File: src/modular_exponentiation_macros.svh
// assertion macros for the modular exponentiation block
// included by files that carry concurrent assertions; no other dependencies
`ifndef MODULAR_EXPONENTIATION_MACROS_SVH
`define MODULAR_EXPONENTIATION_MACROS_SVH
`ifndef SYNTHESIS
`define MODEXP_ASSERT(lbl, clk, rstn, prop) \
  lbl: assert property (@(posedge clk) disable iff (!rstn) prop) \
    else $error("modexp assertion failed");
`define MODEXP_ASSERT_NEVER(lbl, clk, rstn, cond) \
  `MODEXP_ASSERT(lbl, clk, rstn, !(cond))
`else
`define MODEXP_ASSERT(lbl, clk, rstn, prop)
`define MODEXP_ASSERT_NEVER(lbl, clk, rstn, cond)
`endif
`endif

File: src/modexp_pkg.sv
// shared types and constants for the modular exponentiation block
// used by modexp_mulmod and modular_exponentiation; no dependencies
package modexp_pkg;

  localparam int unsigned DefWidth = 32;

  // sequencer states of the top level
  typedef enum logic [2:0] {
    ST_IDLE,
    ST_REDUCE,
    ST_NEXT,
    ST_MUL,
    ST_SQR,
    ST_FINISH
  } state_e;

  // status of the shared modular multiplier
  typedef struct packed {
    logic busy;
    logic done;
  } mm_stat_t;

endpackage

File: src/modexp_mulmod.sv
// bit-serial interleaved modular multiplier: (a * b) mod m, one bit of b per cycle
// depends on modexp_pkg; a zero modulus means products wrap at WIDTH bits
module modexp_mulmod #(
  parameter int unsigned WIDTH = modexp_pkg::DefWidth
) (
  input  logic                 clk_i,
  input  logic                 rst_ni,
  input  logic                 start_i,
  input  logic [WIDTH-1:0]     a_i,
  input  logic [WIDTH-1:0]     b_i,
  input  logic [WIDTH-1:0]     m_i,
  output logic [WIDTH-1:0]     result_o,
  output modexp_pkg::mm_stat_t stat_o
);
  import modexp_pkg::*;

  localparam int unsigned CntW = $clog2(WIDTH);

  logic              busy_q, done_q;
  logic [CntW-1:0]   cnt_q;
  logic [WIDTH-1:0]  a_q, b_q, m_q, acc_q, acc_d;
  logic [WIDTH+1:0]  sum, m1, m2, sub1, sub2;

  // acc < m and addend <= m, so the sum stays below 3m
  always_comb begin
    sum  = {1'b0, acc_q, 1'b0} + {2'b00, (b_q[WIDTH-1] ? a_q : {WIDTH{1'b0}})};
    m1   = {2'b00, m_q};
    m2   = {1'b0, m_q, 1'b0};
    sub1 = sum - m1;
    sub2 = sum - m2;
    if (m_q == '0) begin
      acc_d = sum[WIDTH-1:0];
    end else if (sum >= m2) begin
      acc_d = sub2[WIDTH-1:0];
    end else if (sum >= m1) begin
      acc_d = sub1[WIDTH-1:0];
    end else begin
      acc_d = sum[WIDTH-1:0];
    end
  end

  always_ff @(posedge clk_i or negedge rst_ni) begin
    if (!rst_ni) begin
      busy_q <= 1'b0;
      done_q <= 1'b0;
      cnt_q  <= '0;
    end else begin
      done_q <= 1'b0;
      if (start_i) begin
        busy_q <= 1'b1;
        cnt_q  <= CntW'(WIDTH - 1);
      end else if (busy_q) begin
        cnt_q <= cnt_q - 1'b1;
        if (cnt_q == '0) begin
          busy_q <= 1'b0;
          done_q <= 1'b1;
        end
      end
    end
  end

  always_ff @(posedge clk_i) begin
    if (start_i) begin
      a_q   <= a_i;
      b_q   <= b_i;
      m_q   <= m_i;
      acc_q <= '0;
    end else if (busy_q) begin
      acc_q <= acc_d;
      b_q   <= {b_q[WIDTH-2:0], 1'b0};
    end
  end

  assign result_o = acc_q;
  assign stat_o   = '{busy: busy_q, done: done_q};

endmodule

File: src/modular_exponentiation.sv
// Modular exponentiation: power_residue = base_value ^ exponent mod modulus,
// right-to-left square-and-multiply on one shared bit-serial modular multiplier.
// Channels: cfg (valid/ready/data) writes the modulus, always ready; write it
// only while the block is idle. s_axis takes {exponent, base_value}, m_axis
// returns power_residue. A zero exponent gives 1, unreduced.
// Flow: one word at a time. Every multiplier pass is a start, WIDTH bit steps
// and a done strobe. A word costs one pass to
// reduce the base, one squaring pass per exponent bit below the highest set bit,
// and one multiply pass per set bit, then a finish step. The multiplier is the
// only arithmetic unit, and its passes set how long a word takes.
// s_axis_tready is high only while the sequencer is idle. The result sits in an
// output register, so a new word is taken while an earlier result waits; a
// finished result waits inside the block only when that register is still full.
// Reset: asynchronous, active low; modulus returns to 1, all channels go idle.
module modular_exponentiation #(
  parameter int unsigned WIDTH = modexp_pkg::DefWidth
) (
  input  logic clk_i,
  input  logic rst_ni,
  // configuration: modulus
  input  logic                              cfg_valid_i,
  output logic                              cfg_ready_o,
  input  logic [WIDTH-1:0]                  cfg_data_i,
  // input words
  input  logic                              s_axis_tvalid,
  output logic                              s_axis_tready,
  // tdata: base_value, exponent (from lsb)
  input  logic [((2*WIDTH+7)/8)*8-1:0]      s_axis_tdata,
  // result words
  output logic                              m_axis_tvalid,
  input  logic                              m_axis_tready,
  // tdata: power_residue
  output logic [((WIDTH+7)/8)*8-1:0]        m_axis_tdata
);
  import modexp_pkg::*;

  `include "modular_exponentiation_macros.svh"

  localparam int unsigned OutW = ((WIDTH + 7) / 8) * 8;

  state_e           state_q, state_d;
  logic [WIDTH-1:0] modulus_q;
  logic [WIDTH-1:0] base_q, exp_q, acc_q, out_q;
  logic             out_valid_q;
  logic             in_acc, out_load;
  logic             mm_start;
  logic [WIDTH-1:0] op_a, op_b, mm_result;
  mm_stat_t         mm_stat;

  assign in_acc      = s_axis_tvalid && s_axis_tready;
  assign cfg_ready_o = 1'b1;

  modexp_mulmod #(.WIDTH(WIDTH)) u_mulmod (
    .clk_i    (clk_i),
    .rst_ni   (rst_ni),
    .start_i  (mm_start),
    .a_i      (op_a),
    .b_i      (op_b),
    .m_i      (modulus_q),
    .result_o (mm_result),
    .stat_o   (mm_stat)
  );

  always_ff @(posedge clk_i or negedge rst_ni) begin
    if (!rst_ni) begin
      state_q <= ST_IDLE;
    end else begin
      state_q <= state_d;
    end
  end

  always_comb begin
    state_d       = state_q;
    mm_start      = 1'b0;
    op_a          = base_q;
    op_b          = base_q;
    out_load      = 1'b0;
    s_axis_tready = 1'b0;
    case (state_q)
      ST_IDLE: begin
        s_axis_tready = 1'b1;
        // base reduction: horner over the base bits with addend 1
        op_a          = WIDTH'(1);
        op_b          = s_axis_tdata[WIDTH-1:0];
        if (s_axis_tvalid) begin
          mm_start = 1'b1;
          state_d  = ST_REDUCE;
        end
      end
      ST_REDUCE: begin
        if (mm_stat.done) state_d = ST_NEXT;
      end
      ST_NEXT: begin
        if (exp_q == '0) begin
          state_d = ST_FINISH;
        end else if (exp_q[0]) begin
          op_a     = acc_q;
          mm_start = 1'b1;
          state_d  = ST_MUL;
        end else begin
          mm_start = 1'b1;
          state_d  = ST_SQR;
        end
      end
      ST_MUL: begin
        if (mm_stat.done) state_d = ST_NEXT;
      end
      ST_SQR: begin
        if (mm_stat.done) state_d = ST_NEXT;
      end
      ST_FINISH: begin
        if (!out_valid_q || m_axis_tready) begin
          out_load = 1'b1;
          state_d  = ST_IDLE;
        end
      end
      default: state_d = ST_IDLE;
    endcase
  end

  always_ff @(posedge clk_i or negedge rst_ni) begin
    if (!rst_ni) begin
      modulus_q   <= WIDTH'(1);
      out_valid_q <= 1'b0;
    end else begin
      if (cfg_valid_i) modulus_q <= cfg_data_i;
      if (out_load) begin
        out_valid_q <= 1'b1;
      end else if (m_axis_tready) begin
        out_valid_q <= 1'b0;
      end
    end
  end

  always_ff @(posedge clk_i) begin
    if (in_acc) begin
      exp_q <= s_axis_tdata[2*WIDTH-1:WIDTH];
      acc_q <= WIDTH'(1);
    end
    if (mm_stat.done) begin
      case (state_q)
        ST_REDUCE: base_q <= mm_result;
        ST_MUL: begin
          acc_q    <= mm_result;
          exp_q[0] <= 1'b0;
        end
        ST_SQR: begin
          base_q <= mm_result;
          exp_q  <= exp_q >> 1;
        end
        default: ;
      endcase
    end
    if (out_load) out_q <= acc_q;
  end

  assign m_axis_tvalid = out_valid_q;
  assign m_axis_tdata  = OutW'(out_q);

  `MODEXP_ASSERT_NEVER(a_start_while_busy, clk_i, rst_ni, mm_start && mm_stat.busy)
  `MODEXP_ASSERT(a_done_in_work_state, clk_i, rst_ni, mm_stat.done |-> (state_q == ST_REDUCE || state_q == ST_MUL || state_q == ST_SQR))
  `MODEXP_ASSERT(a_base_reduced, clk_i, rst_ni, (state_q == ST_SQR && modulus_q != '0) |-> (base_q < modulus_q))

endmodule
File: config.mk
export PLATFORM = sky130hd
export DESIGN_NAME = modular_exponentiation
export DESIGN_NICKNAME = d
export VERILOG_FILES = /design/src/modexp_pkg.sv /design/src/modexp_mulmod.sv /design/src/modular_exponentiation.sv
export VERILOG_INCLUDE_DIRS = /design/src /design/src/src
export SDC_FILE = /design/constraint.sdc
export NUM_CORES = 1
export LEC_CHECK = 0
export ABC_AREA = 1
export BUFFER_PORTS_ARGS = -buffer_cell sky130_fd_sc_hd__clkbuf_2
export CAP_MARGIN = 20
export CORE_UTILIZATION = 65
export DETAILED_ROUTE_END_ITERATION = 8
export GPL_TIMING_DRIVEN = 0
export PLACE_DENSITY = 0.95
export SYNTH_ARGS = -nofsm -noshare
export SYNTH_HDL_FRONTEND = slang
export SYNTH_HIERARCHICAL = 1
export SYNTH_SLANG_ARGS = --single-unit
File: constraint.sdc
create_clock -name clk_i -period 12.3 [get_ports clk_i]
set_input_delay 0.615 -clock clk_i [delete_from_list [all_inputs] [get_ports clk_i]]
set_output_delay 0.615 -clock clk_i [all_outputs]
set_load 0.1 [all_outputs]
==> impl_metrics.tcl <==
set metrics [dict create \
    die_h_um 172 \
    cts-root-buf "clkbuf_16" \
    p_sw_mw 2.89 \
    grt_pass1_wl_um 89600 \
    via_count 17945 \
    cts_resized 0 \
    pwr-share-clk_pct 17.1 \
    path_max_fanout 10 \
    top_layer "met4" \
    end_kind "flip-flop" \
    fmax_mhz 171 \
    finalNonFillerCells 3036 \
    place.gp.congestion 1.11 \
    start_util_pct 66.7 \
    antenna_found_initial 0 \
    cts_buffers 30 \
    switching_share_pct 50.0 \
    synthCells 2467 \
    syn_area_per_cell_um2 7.59 \
    cellLeakagePower_nw 10.7 \
    start_kind "flip-flop" \
    die_width_um 172 \
    critPathSlowestCell "edfxtp_1" \
    drc 0 \
    crit_top_cell "nand2_1" \
    hp-class "primary input to async pin" \
    rows 61 \
    grt_overflow_total 0 \
    synth_fp_nets 2668 \
    cts_setup_buffers 0 \
    synth_area_mm2 0.0187 \
    power_frac_comb_pct 61.2 \
    wire_per_inst_um 19.0 \
    dp_hpwl_um 43400 \
    reg2regPathDepth 34 \
    wl_met2_um 26000 \
    num-nets-final 2835 \
    timing.final.crit_share_pct 47.5 \
    ir_worst_vdd_uv 191 \
    grt_max_degree 69 \
    grtUsageTotal_pct 39.6 \
    cts.path.max_buffers 3 \
    cts_num_sinks 299 \
    drive_above_1_share_pct 13.3 \
    fin_tns_setup_ns 0 \
    dieArea_mm2 0.0295 \
    period_minus_slack_ns 5.84 \
    syn_to_final_growth_pct 12.1 \
    rsz0062_at_grt "false" \
    p_int_mw 2.89 \
    p_seq_share_pct 21.6 \
    cpPeakStageDelay_ns 0.53 \
    power_density_mw_per_mm2 275 \
    postRouteAntennaNets 0 \
    via_per_inst 5.91 \
    slew_headroom_pct 27.8 \
    io_buffers 133 \
    wl_met1_um 22700 \
    io_pins 136 \
    routed_wirelength_um 57800 \
    hold_buffers 0 \
    maxSlewViolCount 0 \
    critical_path_class "flip-flop to flip-flop" \
    met3_length_um 6440 \
    first_global_vias 17191 \
    critPathArrivalTime_ns 6.35 \
    cp.required_ns 12.81 \
    cts_tree "built" \
    worst_slew_pin_slew_ns 1.08 \
    placed_cells 2980 \
    drv_cap 0 \
    finish.utilization_pct 74.8 \
    path_clk_slew_ns 0.06 \
    drt_iter0_markers 2554 \
    first_pass_iters 8 \
    clk_latency_ns 0.57 \
    setup_violations 0 \
    fin_skew_ns 0.0138 \
    num_antenna_cells 0 \
    cts_htree_levels 1 \
    outcome "completed" \
    synth-warning-count 6 \
    core_mm2 0.0281 \
    finalHoldViolCount 0 \
]
[per-layer routing]
metal,track usage (%),vias to the layer above
met2,63.9,1239
met1,52.2,8182
met3,6.90,213
li1,-,8311
met5,0,-
met4,17.1,0
[worst max-delay path: cells and delay by family, from the launching register on]
family / cells / cell delay, ns
xor+xnor: 1 / 0.16
buf+inv: 8 / 1.03
fa+ha+maj: 3 / 0.95
simple gates: 20 / 2.55
flops: 1 / 0.53
compound gates: 2 / 0.55
[state kept, by name (all words and copies together) (netlist names)]
register	cells
exp_q	32
u_mulmod/cnt_q	5
state_q	3
m_axis_tvalid	1
u_mulmod/m_q	32
m_axis_tdata	32
u_mulmod/b_q	32
u_mulmod/a_q	32
u_mulmod/busy_q	1
modulus_q	32
acc_q	32
u_mulmod/done_q	1
base_q	32
u_mulmod/result_o	32
[through the flow]
stage / total power, mW / hold slack, ns / setup WS [ns] / area, um2
2_1_floorplan: 3.67 / 0.319 / 8.15 / 18700
3_3_place_gp: 4.56 / 0.413 / 6.69 / 19900
3_5_place_dp: 4.62 / 0.414 / 6.87 / 19900
4_1_cts: 5.63 / 0.00930 / 6.74 / 21000
5_1_grt: 6.14 / 0.0177 / 6.18 / 21000
6_report: 5.78 / 0.0132 / 6.46 / 21000
[power groups by stage]
stage | Sequential [mW] | Combinational, mW | Clock (mW)
floorplan | 1.22 | 2.45 | 0
global placement | 1.26 | 3.30 | 0
detailed placement | 1.26 | 3.36 | 0
CTS | 1.24 | 3.40 | 0.988
global route | 1.25 | 3.86 | 1.02
finish | 1.25 | 3.54 | 0.991
[placed cells by master (no fill, tap or decap), types with 5 or more instances in the layout]
master,count
nand3b_1,7
o21ai_0,84
dfxtp_1,96
clkbuf_16,31
o21ai_2,11
nor2_4,5
a21o_1,16
o22ai_1,39
a21oi_2,8
buf_6,5
mux2_1,5
clkbuf_8,5
bufinv_16,5
buf_2,26
a31oi_1,8
nor2_1,195
edfxtp_1,160
mux2_2,27
clkbuf_2,133
nand2_2,38
inv_2,15
o21bai_1,13
nand3_1,99
nor2_2,5
o21ai_1,45
nor3_1,22
clkinv_2,7
a21oi_1,117
nor4_1,6
ha_1,97
buf_4,8
xnor2_1,20
nand2_4,7
inv_1,335
nand2_1,777
dfrtp_1,42
xor2_1,51
clkbuf_1,27
nand4_1,19
[path summary, 6_finish.rpt]
kind,start,end,slack [ns]
min,rst_ni,modulus_q[25],0.01
min in group clk_i,s_axis_tdata[60],exp_q[28],0.28
max in group asynchronous,rst_ni,modulus_q[0],11.65
max,u_mulmod/b_q[31],u_mulmod/result_o[23],6.46
max reg2reg,u_mulmod/b_q[31],u_mulmod/result_o[23],6.46
min reg2reg,acc_q[27],m_axis_tdata[27],0.43
[layout make-up]
type | instances | area [um2]
plain buffers | 64 | 340
inverters | 351 | 1320
well taps | 378 | 473
clock buffers | 41 | 863
multi-input cells | 1753 | 9290
repair buffers | 135 | 713
clock inverters | 15 | 200
flip-flops and latches | 299 | 7800
fillers | 2131 | 7090
(Power assumes the default switching activity.)
